File: src/hdl/arp_cache_table_defines.svh
// Assertion macros shared by the address-resolution cache modules.
`ifndef ARP_CACHE_TABLE_DEFINES_SVH
`define ARP_CACHE_TABLE_DEFINES_SVH

// Checked only outside reset; needs clk and rst in scope.
`define ACT_ASSERT(lbl, prop, msg) \
  lbl: assert property (@(posedge clk) disable iff (rst) prop) else $error(msg);

// Checked at every edge, reset included.
`define ACT_ASSERT_ALWAYS(lbl, prop, msg) \
  lbl: assert property (@(posedge clk) prop) else $error(msg);

`endif

File: src/hdl/act_pkg.sv
// Types and constants shared by the address-resolution cache modules.
`timescale 1ns / 1ps

package act_pkg;

  localparam int ENTRIES = 16;
  localparam int IDX_W   = $clog2(ENTRIES);
  localparam int OUT_IDX_W = 4;

  localparam logic [IDX_W-1:0] LAST_IDX  = IDX_W'(ENTRIES - 1);
  localparam logic [IDX_W:0]   ENTRIES_C = (IDX_W + 1)'(ENTRIES);

  localparam logic [1:0] OP_ADD  = 2'd0;
  localparam logic [1:0] OP_DEL  = 2'd1;
  localparam logic [1:0] OP_SRCH = 2'd2;

  typedef struct packed {
    logic add;
    logic del;
    logic srch;
  } kind_t;

  typedef struct packed {
    kind_t        kind;
    logic [31:0]  ip;
    logic [47:0]  mac;
    logic [31:0]  now;
  } cmd_t;

  typedef struct packed {
    logic valid;
    cmd_t cmd;
  } q_t;

  typedef struct packed {
    logic [47:0] mac;
    logic [31:0] ip;
    logic [31:0] stamp;
  } entry_t;

endpackage

File: src/hdl/act_req_if.sv
// Request channel of the address-resolution cache.
`timescale 1ns / 1ps

interface act_req_if;
  logic        valid;
  logic        ready;
  logic [1:0]  opcode;
  logic [31:0] ip_addr;
  logic [47:0] mac_addr;
  logic [31:0] now_time;

  modport source (output valid, opcode, ip_addr, mac_addr, now_time, input ready);
  modport sink   (input valid, opcode, ip_addr, mac_addr, now_time, output ready);
endinterface

File: src/hdl/act_rsp_if.sv
// Response channel of the address-resolution cache.
`timescale 1ns / 1ps

interface act_rsp_if;
  logic        valid;
  logic        ready;
  logic        found;
  logic [3:0]  entry_index;
  logic [47:0] mac_out;
  logic        mac_conflict;

  modport source (output valid, found, entry_index, mac_out, mac_conflict, input ready);
  modport sink   (input valid, found, entry_index, mac_out, mac_conflict, output ready);
endinterface

File: src/hdl/act_ram.sv
// Generic single-write, single-read RAM with registered read data.
`timescale 1ns / 1ps

module act_ram #(
  parameter int WIDTH = 8,
  parameter int DEPTH = 16
) (
  input  logic                     clk,
  input  logic                     we,
  input  logic [$clog2(DEPTH)-1:0] waddr,
  input  logic [WIDTH-1:0]         wdata,
  input  logic [$clog2(DEPTH)-1:0] raddr,
  output logic [WIDTH-1:0]         rdata
);

  logic [WIDTH-1:0] mem [DEPTH];

  always_ff @(posedge clk) begin
    if (we) begin
      mem[waddr] <= wdata;
    end
    rdata <= mem[raddr];
  end

endmodule

File: src/hdl/act_front.sv
// Front end: accepts requests, decodes the opcode and queues commands.
`timescale 1ns / 1ps
`include "arp_cache_table_defines.svh"

module act_front (
  input  logic          clk,
  input  logic          rst,
  act_req_if.sink       req,
  output act_pkg::q_t   q,
  input  logic          pop
);

  act_pkg::cmd_t  slot [2];
  logic           wr_ptr;
  logic           rd_ptr;
  logic [1:0]     count;
  act_pkg::kind_t kind;
  logic           push;

  always_comb begin
    kind = '0;
    unique case (req.opcode)
      act_pkg::OP_ADD:  kind.add  = 1'b1;
      act_pkg::OP_DEL:  kind.del  = 1'b1;
      act_pkg::OP_SRCH: kind.srch = 1'b1;
      default:          kind = '0;
    endcase
  end

  assign req.ready = (count != 2'd2);
  assign push      = req.valid && req.ready;

  assign q.valid = (count != 2'd0);
  assign q.cmd   = slot[rd_ptr];

  always_ff @(posedge clk) begin
    if (push) begin
      slot[wr_ptr] <= '{kind: kind, ip: req.ip_addr, mac: req.mac_addr, now: req.now_time};
    end
  end

  always_ff @(posedge clk) begin
    if (rst) begin
      wr_ptr <= 1'b0;
      rd_ptr <= 1'b0;
      count  <= 2'd0;
    end else begin
      if (push) begin
        wr_ptr <= ~wr_ptr;
      end
      if (pop) begin
        rd_ptr <= ~rd_ptr;
      end
      if (push && !pop) begin
        count <= count + 2'd1;
      end else if (pop && !push) begin
        count <= count - 2'd1;
      end
    end
  end

  `ACT_ASSERT(a_pop_drains, (pop && !push) |=> (count == $past(count) - 2'd1), "queue count lost a pop")
  `ACT_ASSERT(a_count_range, count != 2'd3, "queue count beyond depth")
  `ACT_ASSERT_ALWAYS(a_reset_empty, rst |=> (count == 2'd0), "queue not empty after reset")

endmodule

File: src/hdl/act_engine.sv
// Back end: scans the entry store, applies the command and holds the response.
`timescale 1ns / 1ps
`include "arp_cache_table_defines.svh"

module act_engine (
  input  logic        clk,
  input  logic        rst,
  input  act_pkg::q_t q,
  output logic        pop,
  act_rsp_if.source   rsp
);

  localparam logic [1:0] S_IDLE = 2'd0;
  localparam logic [1:0] S_SCAN = 2'd1;
  localparam logic [1:0] S_FIN  = 2'd2;

  localparam int IW = act_pkg::IDX_W;

  logic [1:0]                state;
  act_pkg::cmd_t             cmd;
  logic [IW:0]               cnt;
  logic                      rd_vld;
  logic [IW-1:0]             eval_idx;
  logic [act_pkg::ENTRIES-1:0] valid;

  logic                      hit_found;
  logic [IW-1:0]             hit_idx;
  logic [47:0]               hit_mac;
  logic                      free_found;
  logic [IW-1:0]             free_idx;
  logic [31:0]               old_stamp;
  logic [IW-1:0]             old_idx;

  logic                      out_vld;
  logic                      out_found;
  logic [act_pkg::OUT_IDX_W-1:0] out_idx;
  logic [47:0]               out_mac;
  logic                      out_conflict;

  logic [$bits(act_pkg::entry_t)-1:0] rdata;
  act_pkg::entry_t           ent;
  logic                      used;
  logic                      go;
  logic [IW-1:0]             into;
  logic [IW-1:0]             res_idx;
  logic [IW+act_pkg::OUT_IDX_W-1:0] res_idx_ext;
  logic                      we;

  act_ram #(
    .WIDTH ($bits(act_pkg::entry_t)),
    .DEPTH (act_pkg::ENTRIES)
  ) u_store (
    .clk   (clk),
    .we    (we),
    .waddr (into),
    .wdata ({cmd.mac, cmd.ip, cmd.now}),
    .raddr (cnt[IW-1:0]),
    .rdata (rdata)
  );

  // An entry never written since reset or since its delete reads as zero.
  assign ent  = valid[eval_idx] ? act_pkg::entry_t'(rdata) : '0;
  assign used = (ent.mac != 48'd0);

  assign pop  = (state == S_IDLE) && q.valid;
  assign go   = (state == S_FIN) && (!out_vld || rsp.ready);
  assign into = hit_found ? hit_idx : (free_found ? free_idx : old_idx);
  assign we   = go && cmd.kind.add;

  // An unused opcode reports index zero even when its address matches.
  assign res_idx     = cmd.kind.add ? into :
                       ((hit_found && (cmd.kind.del || cmd.kind.srch)) ? hit_idx : '0);
  assign res_idx_ext = {{act_pkg::OUT_IDX_W{1'b0}}, res_idx};

  always_ff @(posedge clk) begin
    if (rst) begin
      state  <= S_IDLE;
      cnt    <= '0;
      rd_vld <= 1'b0;
      valid  <= '0;
    end else begin
      unique case (state)
        S_IDLE: begin
          cnt    <= '0;
          rd_vld <= 1'b0;
          if (q.valid) begin
            state <= S_SCAN;
          end
        end
        S_SCAN: begin
          rd_vld <= (cnt != act_pkg::ENTRIES_C);
          if (cnt != act_pkg::ENTRIES_C) begin
            cnt <= cnt + 1'b1;
          end
          if (rd_vld && eval_idx == act_pkg::LAST_IDX) begin
            state <= S_FIN;
          end
        end
        S_FIN: begin
          if (go) begin
            state <= S_IDLE;
            if (cmd.kind.add) begin
              valid[into] <= 1'b1;
            end else if (cmd.kind.del && hit_found) begin
              valid[hit_idx] <= 1'b0;
            end
          end
        end
        default: state <= S_IDLE;
      endcase
    end
  end

  always_ff @(posedge clk) begin
    if (pop) begin
      cmd        <= q.cmd;
      hit_found  <= 1'b0;
      free_found <= 1'b0;
    end
    if (state == S_SCAN) begin
      eval_idx <= cnt[IW-1:0];
      if (rd_vld) begin
        if (!hit_found && used && ent.ip == cmd.ip) begin
          hit_found <= 1'b1;
          hit_idx   <= eval_idx;
          hit_mac   <= ent.mac;
        end
        if (!free_found && !used) begin
          free_found <= 1'b1;
          free_idx   <= eval_idx;
        end
        if (eval_idx == '0 || ent.stamp < old_stamp) begin
          old_stamp <= ent.stamp;
          old_idx   <= eval_idx;
        end
      end
    end
  end

  always_ff @(posedge clk) begin
    if (rst) begin
      out_vld <= 1'b0;
    end else if (go) begin
      out_vld <= 1'b1;
    end else if (rsp.ready) begin
      out_vld <= 1'b0;
    end
  end

  always_ff @(posedge clk) begin
    if (go) begin
      out_found    <= cmd.kind.add || (hit_found && (cmd.kind.del || cmd.kind.srch));
      out_idx      <= res_idx_ext[act_pkg::OUT_IDX_W-1:0];
      out_mac      <= (cmd.kind.srch && hit_found) ? hit_mac : 48'd0;
      out_conflict <= cmd.kind.add && hit_found && (hit_mac != cmd.mac);
    end
  end

  assign rsp.valid        = out_vld;
  assign rsp.found        = out_found;
  assign rsp.entry_index  = out_idx;
  assign rsp.mac_out      = out_mac;
  assign rsp.mac_conflict = out_conflict;

  `ACT_ASSERT(a_load_from_fin, $rose(out_vld) |-> ($past(state) == S_FIN), "response loaded outside finish")
  `ACT_ASSERT(a_add_marks, we |=> valid[$past(into)], "added entry not marked valid")
  `ACT_ASSERT(a_del_clears, (go && cmd.kind.del && hit_found) |=> !valid[$past(hit_idx)], "deleted entry still valid")

endmodule

File: src/hdl/arp_cache_table.sv
// Top level of the address-resolution cache with oldest-entry replacement.
// Usage:
//   The req channel carries one command per transfer: opcode (add, delete,
//   search), IPv4 address, MAC address and time stamp. The rsp channel returns
//   exactly one result per command, in order: found flag, entry index, the
//   MAC on a search hit and a conflict flag for an add that changed a MAC.
//   A front end decodes commands into a two-deep queue; a back end then scans
//   every entry of the store, one RAM read per cycle, to find the first match,
//   the lowest free entry and the oldest stamp, and finally applies the command.
//   Each command occupies the back end for a whole scan of the store, set by
//   the single read port of the entry RAM; the back end takes no new command
//   until it has passed the result of the last one to its output register.
//   Up to two further requests are taken while one is being worked on.
//   Reset clears the per-entry valid bits at once, so every entry reads as
//   free straight away and no clearing pass is needed.
//   When the receiver stalls, the result waits in the output register; the
//   back end finishes its scan and then holds until that register is taken.

`timescale 1ns / 1ps

module arp_cache_table (
  input  logic      clk,
  input  logic      rst,
  act_req_if.sink   req,
  act_rsp_if.source rsp
);

  // Command queue between the decoding front end and the scanning back end.
  act_pkg::q_t q;
  logic        pop;

  act_front u_front (
    .clk (clk),
    .rst (rst),
    .req (req),
    .q   (q),
    .pop (pop)
  );

  act_engine u_engine (
    .clk (clk),
    .rst (rst),
    .q   (q),
    .pop (pop),
    .rsp (rsp)
  );

endmodule
File: src/flat_wrapper.sv
// flat-port wrapper written by rule: the top's interface ports become plain ports
module arp_cache_table_flat 
  (clk, rst, req_valid, req_opcode, req_ip_addr, req_mac_addr, req_now_time, req_ready, rsp_valid, rsp_found, rsp_entry_index, rsp_mac_out, rsp_mac_conflict, rsp_ready);
  act_req_if req_i ();
  act_rsp_if rsp_i ();
  input  logic clk;
  input  logic rst;
  input wire logic [$bits(req_i.valid)-1:0] req_valid;
  input wire logic [$bits(req_i.opcode)-1:0] req_opcode;
  input wire logic [$bits(req_i.ip_addr)-1:0] req_ip_addr;
  input wire logic [$bits(req_i.mac_addr)-1:0] req_mac_addr;
  input wire logic [$bits(req_i.now_time)-1:0] req_now_time;
  output wire logic [$bits(req_i.ready)-1:0] req_ready;
  output wire logic [$bits(rsp_i.valid)-1:0] rsp_valid;
  output wire logic [$bits(rsp_i.found)-1:0] rsp_found;
  output wire logic [$bits(rsp_i.entry_index)-1:0] rsp_entry_index;
  output wire logic [$bits(rsp_i.mac_out)-1:0] rsp_mac_out;
  output wire logic [$bits(rsp_i.mac_conflict)-1:0] rsp_mac_conflict;
  input wire logic [$bits(rsp_i.ready)-1:0] rsp_ready;
  assign req_i.valid = req_valid;
  assign req_i.opcode = req_opcode;
  assign req_i.ip_addr = req_ip_addr;
  assign req_i.mac_addr = req_mac_addr;
  assign req_i.now_time = req_now_time;
  assign req_ready = req_i.ready;
  assign rsp_valid = rsp_i.valid;
  assign rsp_found = rsp_i.found;
  assign rsp_entry_index = rsp_i.entry_index;
  assign rsp_mac_out = rsp_i.mac_out;
  assign rsp_mac_conflict = rsp_i.mac_conflict;
  assign rsp_i.ready = rsp_ready;
  arp_cache_table u_core (.clk(clk), .rst(rst), .req(req_i), .rsp(rsp_i));
endmodule
File: config.mk
export PLATFORM = sky130hd
export DESIGN_NAME = arp_cache_table_flat
export DESIGN_NICKNAME = d
export VERILOG_FILES = /design/src/hdl/act_pkg.sv /design/src/hdl/act_req_if.sv /design/src/hdl/act_rsp_if.sv /design/src/hdl/act_ram.sv /design/src/hdl/act_front.sv /design/src/hdl/act_engine.sv /design/src/hdl/arp_cache_table.sv /design/src/flat_wrapper.sv
export VERILOG_INCLUDE_DIRS = /design/src /design/src/hdl
export SDC_FILE = /design/constraint.sdc
export NUM_CORES = 2
export LEC_CHECK = 0
export CORE_MARGIN = 4
export CORE_UTILIZATION = 60
export CTS_BUF_LIST = sky130_fd_sc_hd__clkbuf_4 sky130_fd_sc_hd__clkbuf_8
export CTS_CLUSTER_SIZE = 24
export DETAILED_ROUTE_END_ITERATION = 10
export DONT_BUFFER_PORTS = 1
export GPL_TIMING_DRIVEN = 0
export PLACE_DENSITY_LB_ADDON = 0.08
export SYNTH_ARGS = -nofsm -noshare
export SYNTH_HDL_FRONTEND = slang
export SYNTH_SLANG_ARGS = --single-unit
File: constraint.sdc
create_clock -name clk -period 9.6 [get_ports clk]
set_input_delay 0.48 -clock clk [delete_from_list [all_inputs] [get_ports clk]]
set_output_delay 0.48 -clock clk [all_outputs]
set_load 0.05 [all_outputs]
## After elaboration in Yosys (flattened, before gate mapping)

Memories as Yosys holds them, arrays and structs flattened. A register that Yosys moved wholly into a read port is not among the register bits.
Index checks and enable logic that the tools add are counted.

| word-level totals | value |
|---|---|
| register bits after elaboration | 181 |
| output and inout bits | 56 |
| input port bits | 118 |
| memories kept | 2 |
| bits in writable memories | 2022 |

| operators by class | value |
|---|---|
| mux-type cells | 39 |
| order comparisons | 6 |
| reduce and logical (&&, ||, !) cells | 42 |
| bitwise gates (word level) | 5 |
| add/subtract/negate cells | 3 |
| equality and inequality tests | 13 |

Memories:

| name | words | width | rd ports | clocked after Yosys merged registers in | write ports | RTL line | text |
|---|---|---|---|---|---|---|---|
| u_core.u_engine.u_store.mem | 16 | 112 | 1 | 1 | 1 | act_ram.sv:16 | `logic [WIDTH-1:0] mem [DEPTH];` |
| u_core.u_front.slot | 2 | 115 | 1 | 1 | 1 | act_front.sv:13 | `act_pkg::cmd_t slot [2];` |

Operators with widths:

| cell | count |
|---|---|
| 112-bit 2-to-1 mux | 1 |
| 48-bit != test | 1 |
| 48-bit nonzero test | 1 |
| 32-bit equality test | 1 |
| 32-bit < comparator | 1 |
| 16-bit 2-to-1 mux | 2 |
| 1-bit 2-to-1 mux | 20 |
| 1-bit logical AND | 17 |
| 16-bit AND | 1 |
| 4-bit 2-to-1 mux | 4 |
| 16-bit NOT | 1 |
| 16-bit bitwise OR | 1 |
| 4-bit by 5-bit < comparator with 1-bit output, second input constant | 3 |
| 3-bit AND reduction | 5 |
| 2-bit 2-to-1 mux | 5 |
| 2-bit != test, second input constant | 5 |
| 5-bit one-hot mux with 2 select lines | 1 |
| 2-bit nonzero test | 5 |
| 1-bit demux with 4-bit select | 2 |
| 4-bit by 1-bit greater-or-equal comparator with 1-bit output, second input constant | 2 |
| 1-bit zero test | 6 |
| 2-bit one-hot mux with 3 select lines | 1 |
| 5-bit by 1-bit adder with 5-bit output, second input constant | 1 |
| 5-bit 2-to-1 mux | 1 |
| 13 further kinds | 20 |

## Logic depth before layout (Yosys ltp)

| depth | value |
|---|---|
| depth in word-level cells | 9 |
| gate-level depth with buffers | 17 |
| depth with buffers taken out | 13 |

## Cells and area by module

From an unflattened synthesis, not the netlist that was laid out.

| unflattened totals | value |
|---|---|
| cells, all modules | 4157 |
| area, all modules | 90385.4 um2 |

Modules (own cells, without submodules):

| module | cells each | instances | area each (um2) |
|---|---|---|---|
| act_ram | 2864 | 1 | 69168.8 |
| act_engine | 908 | 1 | 12480.7 |
| act_front | 385 | 1 | 8735.9 |

## Least setup slack after synthesis

No wires, ideal clock.

| timing path | value |
|---|---|
| path type | reg-to-reg |
| start | register u_core.u_engine.out_vld, in the netlist u_core.u_engine.rsp.valid |
| end | memory u_core.u_engine.u_store.mem[4][0] (netlist name), enable pin |
| data required time | 9.014 ns |
| buffers on the path | 0 |
| cell stages (with the launch flop) | 5 |
| clock period less this slack | 9.010 ns |
| data arrival time | 8.424 ns |
| setup slack | 0.590 ns |
| path through | dfxtp_1 > nor2b_1 > nor2_1 > nand4_1 > nor2_1 |

| between the ends | value |
|---|---|
| longest elaborated chain between the ends | 6 |

Ends and longest elaborated chain:

| element | RTL line | text |
|---|---|---|
| start, declared | act_engine.sv:34 | `logic out_vld;` |
| start signal, assigned | act_engine.sv:142 | `out_vld <= 1'b0;` |
| start signal, assigned | act_engine.sv:144 | `out_vld <= 1'b1;` |
| start signal, assigned | act_engine.sv:146 | `out_vld <= 1'b0;` |
| 1-bit zero test | act_engine.sv:66 | `assign go = (state == S_FIN) && (!out_vld \|\| rsp.ready);` |
| 1-bit logical OR | act_engine.sv:66 |  |
| 1-bit logical AND | act_engine.sv:66 |  |
| net u_core.u_engine.go | act_engine.sv:43 | `logic go;` |
| 1-bit logical AND | act_engine.sv:68 | `assign we = go && cmd.kind.add;` |
| 1-bit 2-to-1 mux | act_ram.sv:19 | `if (we) begin` |
| 1-bit 2-to-1 mux (implied by the code) | act_ram.sv:20 | `mem[waddr] <= wdata;` |
| end, declared | act_ram.sv:16 |  |

The timed path passes the listed nets, and every way through them passes these cells.

==> results <==
- The number of buffers between clock root and the deepest sink is 4.
- During synthesis, Yosys emitted a total of 0 warnings.
- After clock tree synthesis, the repair step resized 0 gates.
- The largest clock skew in the final design is ~0.052 ns.
- The class of the tightest hold or removal check is in -> reg.
- The total detailed-routing wirelength is 217 mm.
- The top cell types in the final layout, fill and taps aside, are sky130_fd_sc_hd__edfxtp_1 (2,287), sky130_fd_sc_hd__mux4_2 (560), sky130_fd_sc_hd__clkbuf_8 (426).
- In the synthesized netlist the dominant register cell turns out to be sky130_fd_sc_hd__edfxtp_1.
- The clock insertion delay at the later pin of the skew report is 1.00 ns.
- The area growth from synthesis to layout is 15.5%.
- The post-CTS setup buffer count is 0.
- The post-route fraction of the period consumed by the critical path is about two thirds.
- The layout net count is 4,694.
- TritonCTS built the clock tree.
- STA puts the critical path data required time at approximately 10 ns.
- The die covers roughly 160,000 µm².
- The synthesized net count is about 4,000.
- The worst-case hold slack is approximately 0.12 ns.
- Headroom to the max-slew limit came out at roughly 3%.
- The number of synthesized flops with an enable pin is around 2,300.
- The sequential cells in the finished layout cover a total of 71,500 µm².
- The final-report max-slew violation count is 0.
- For this run, the total global-route usage over all layers was measured as 28.2%.
- The average wire length per cell after detail routing is 31.6 µm.
- The overall via count from detail_route is 43,300.
- The standard-cell row count is 142.
- The post-route minimum period is between 6 and 7 ns.
- In this run the number of H-tree levels came out at 5.
- In this run the static leakage power is 32.9 nW.
- The maximum fanout along the worst path is 14.
- The number of global-route vias before repair came to around 44,000.
- After clock tree synthesis, the clock-pin slew on the worst setup and hold paths is about 0.07 ns.
- The finished cells cover between 100,000 and 150,000 µm².
- The worst-case IR drop observed on VDD is roughly 0.27 mV.
- The areal power density over the cells is 250 nW/µm².
- The number of nets with antenna violations after detailed routing is 0.
- The instance area after placement is between 90,000 and 100,000 µm².
- The number of hold violations in the final report is 0.
- Cells fill a little over two thirds of the core in the end.
- The share of flip-flops with an asynchronous set or reset after synthesis is 0%.
- The transition time at the pin with the least slew margin is 1.45 ns.
- The number of synthesized register bits is 2,430.
- The effective utilization at floorplan is approximately three fifths.
- The number of library cell types mapped by synthesis is between 60 and 70.
- The library cell used as clock root buffer is sky130_fd_sc_hd__clkbuf_8.
- The synthesized netlist occupies a cell area of 90,300 µm².
- The number of antenna violations at the first check in global routing was 11.
- The endpoint type of the worst setup path is a flop.
- Clock tree synthesis found a total of approximately 2,400 sinks.
- The total global routing overflow is 0.
- The routability-driven placement congestion ratio is around 0.82.
- The multi-input combinational cells in the finished layout cover a total of roughly 18,000 µm².
- The critical path is of the reg -> reg type.
- After detailed routing, the number of remaining DRC violations is 0.
- The run finished with clean final reports.
- The die is ~400 µm wide.
- During placement, the flow inserted port buffers numbering 0.
- After filler insertion, the fill cell instance count of the layout stands at between 9,000 and 10,000.
- The pin count of the biggest net entering global routing is 73.
- In the routed layout, each cell is associated on average with a via count of 6.31.
- STA classifies the critical path startpoint as a flop.
- Setup repair after global routing left no endpoint under its margin.
- The data arrival time at the worst-slack endpoint is approximately 7.2 ns.
- The half-perimeter wire length of the detailed placement result is approximately 130 mm.
- The length of the first detailed-routing pass in iterations is 5.
- The top achievable clock speed is 0.154 GHz.
- The proportion of layout cells with a drive suffix above 1 is between 20% and 30%.
- The instance count of the mapped netlist is 3,926.
- The height of the chip is between 300 and 400 µm.
- Summed over all failing endpoints, the final setup total negative slack is 0 ns.
- The final-report setup violation count is 0.
- The DRC violation total after the first TritonRoute iteration is roughly 5,200.
- The post-placement setup slack is about 3.2 ns.
- The most common library cell in the layout ignoring fill and taps is sky130_fd_sc_hd__edfxtp_1.
- The wire length of the first global-routing pass is ~310 mm.
- The post-synthesis sequential area ratio is 79.2%.
- In this run the count of I/O pins placed on the die edge is approximately 170.
- The total clock buffers created by CTS is about 390.
- The max-capacitance violation count is 0.
- Dividing the synthesized area by the synthesized cell count gives ~23 µm².
- The worst path setup slack after routing is approximately 3.1 ns.
- The core region is approximately 150,000 µm².
[stage by stage]
step	power, mW	cells
floorplan	16.0	3926
global placement	17.5	5942
detailed placement	17.5	6051
CTS	26.3	6851
global route	27.1	6855
finish	26.1	6861
[per-layer routing]
| metal | share of wire (%) | GRT usage, % |
|---|---|---|
| met1 | 39 | 40.1 |
| met2 | 49 | 45.0 |
| met3 | 9.1 | 5.84 |
| met4 | 2.8 | 8.50 |
| met5 | 0 | 0 |
[flip-flops by register name (all words and copies together) (netlist names), 2 cells and up]
signal / flops
u_core.u_engine.free_idx: 4
u_core.u_engine.u_store.rdata: 112
u_core.u_engine.rsp.entry_index: 4
u_core.u_engine.eval_idx: 4
u_core.u_engine.hit_mac: 48
u_core.u_engine.valid: 16
u_core.u_engine.old_stamp: 32
u_core.u_engine.cmd: 115
u_core.u_engine.u_store.mem: 1792
u_core.u_engine.rsp.mac_out: 48
u_core.u_engine.old_idx: 4
u_core.u_engine.hit_idx: 4
u_core.u_engine.state: 2
u_core.u_engine.cnt: 5
u_core.u_front.slot: 230
u_core.u_front.count: 2
[cell usage after synthesis (3+ instances only)]
cell type                  count  area [µm²]
sky130_fd_sc_hd__mux4_2      560       12600
sky130_fd_sc_hd__nor3_1        6        30.0
sky130_fd_sc_hd__mux2i_1      14         140
sky130_fd_sc_hd__clkbuf_1    116         435
sky130_fd_sc_hd__a211oi_1     11        82.6
sky130_fd_sc_hd__nand2b_1     10        62.6
sky130_fd_sc_hd__xor2_1        7        61.3
sky130_fd_sc_hd__nand2_1      34         128
sky130_fd_sc_hd__nor4_1       18         113
sky130_fd_sc_hd__a2111o_1      3        33.8
sky130_fd_sc_hd__o221ai_1      8        70.1
sky130_fd_sc_hd__edfxtp_1   2287       68700
sky130_fd_sc_hd__nand4_1      23         144
sky130_fd_sc_hd__buf_2         4        20.0
sky130_fd_sc_hd__nor2_1       62         233
sky130_fd_sc_hd__o22ai_1       3        18.8
sky130_fd_sc_hd__a21boi_0      3        22.5
sky130_fd_sc_hd__nor2b_1      11        68.8
sky130_fd_sc_hd__a22oi_1       8        60.1
sky130_fd_sc_hd__and2_1       81         507
sky130_fd_sc_hd__dfxtp_1     143        2860
sky130_fd_sc_hd__xnor2_1      56         490
sky130_fd_sc_hd__buf_6         3        33.8
sky130_fd_sc_hd__a21o_1       16         120
sky130_fd_sc_hd__mux2_2      116        1310
sky130_fd_sc_hd__o21a_1        4        30.0
sky130_fd_sc_hd__inv_1        48         180
sky130_fd_sc_hd__o211ai_1     17         128
sky130_fd_sc_hd__a21oi_1      23         115
sky130_fd_sc_hd__and3_1       52         325
sky130_fd_sc_hd__ha_1         34         425
sky130_fd_sc_hd__buf_1        52         195
sky130_fd_sc_hd__o21ai_0      24         120
sky130_fd_sc_hd__o31ai_1       8        60.1
sky130_fd_sc_hd__nand3_1      25         125
[critical path, cell delays in order, from the launching register on]
cell and delay (ns):
sky130_fd_sc_hd__edfxtp_1 0.53, sky130_fd_sc_hd__nor2b_1 0.22, sky130_fd_sc_hd__a22oi_1 0.22, sky130_fd_sc_hd__and4_1 0.33, sky130_fd_sc_hd__or2_1 0.12, sky130_fd_sc_hd__buf_2 0.19
sky130_fd_sc_hd__clkbuf_1 0.97, sky130_fd_sc_hd__clkbuf_1 0.82, sky130_fd_sc_hd__and2_1 0.28, sky130_fd_sc_hd__ha_1 0.26, sky130_fd_sc_hd__nand4_1 0.13, sky130_fd_sc_hd__nor3_1 0.06
sky130_fd_sc_hd__a2111oi_0 0.23, sky130_fd_sc_hd__o21ai_0 0.16, sky130_fd_sc_hd__a21oi_1 0.20, sky130_fd_sc_hd__o21bai_1 0.19, sky130_fd_sc_hd__a211oi_4 0.88, sky130_fd_sc_hd__buf_16 0.24
sky130_fd_sc_hd__buf_16 0.16
[worst paths after layout]
| check | cells after the start | from | slack (ns) | to |
|---|---|---|---|---|
| setup / recovery | 18 | u_core.u_engine.eval_idx[2] | 3.11 | u_core.u_engine.old_stamp[12] |
| hold / removal | 1 | req_valid | 0.12 | u_core.u_front.slot[1][40] |
| setup reg to reg | 18 | u_core.u_engine.eval_idx[2] | 3.11 | u_core.u_engine.old_stamp[12] |
| hold reg to reg | 0 | u_core.u_engine.cnt[3] | 0.43 | u_core.u_engine.eval_idx[3] |
[logic make-up after synthesis]
kind of cell               after synthesis  synth area share (%)
adders and majority gates               34                 0.471
AOI/OAI and AO/OA                      148                  1.16
muxes                                  690                  15.6
and+or+nand+nor                        337                  2.06
DFF                                   2430                  79.2
buffers and inverters                  224                 0.963
xor gates and xnor gates                63                 0.611
[power by group]
part	total, mW	switching [mW]	internal [mW]
clock	8.72	3.83	4.89
combinational	3.03	1.72	1.31
sequential	14.4	1.13	13.2
total	26.1	6.68	19.4
[area by class of cell]
type / instances / area share [%]
Clock inverter: 123 / 0.818
Antenna cell: 10 / 0.0240
Sequential cell: 2430 / 68.6
Timing Repair Buffer: 228 / 3.40
Clock buffer: 558 / 6.57
Inverter: 48 / 0.187
Multi-Input combinational cell: 1272 / 17.3
Buffer: 176 / 0.672
Tap cell: 2016 / 2.42
[repair_timing]
action                                  in CTS  in global routing
hold endpoints to repair                   255                  0
hold buffers                               119                  0
endpoints found under the setup margin       0                  0
No activity file was read; power rests on OpenSTA's default activity.
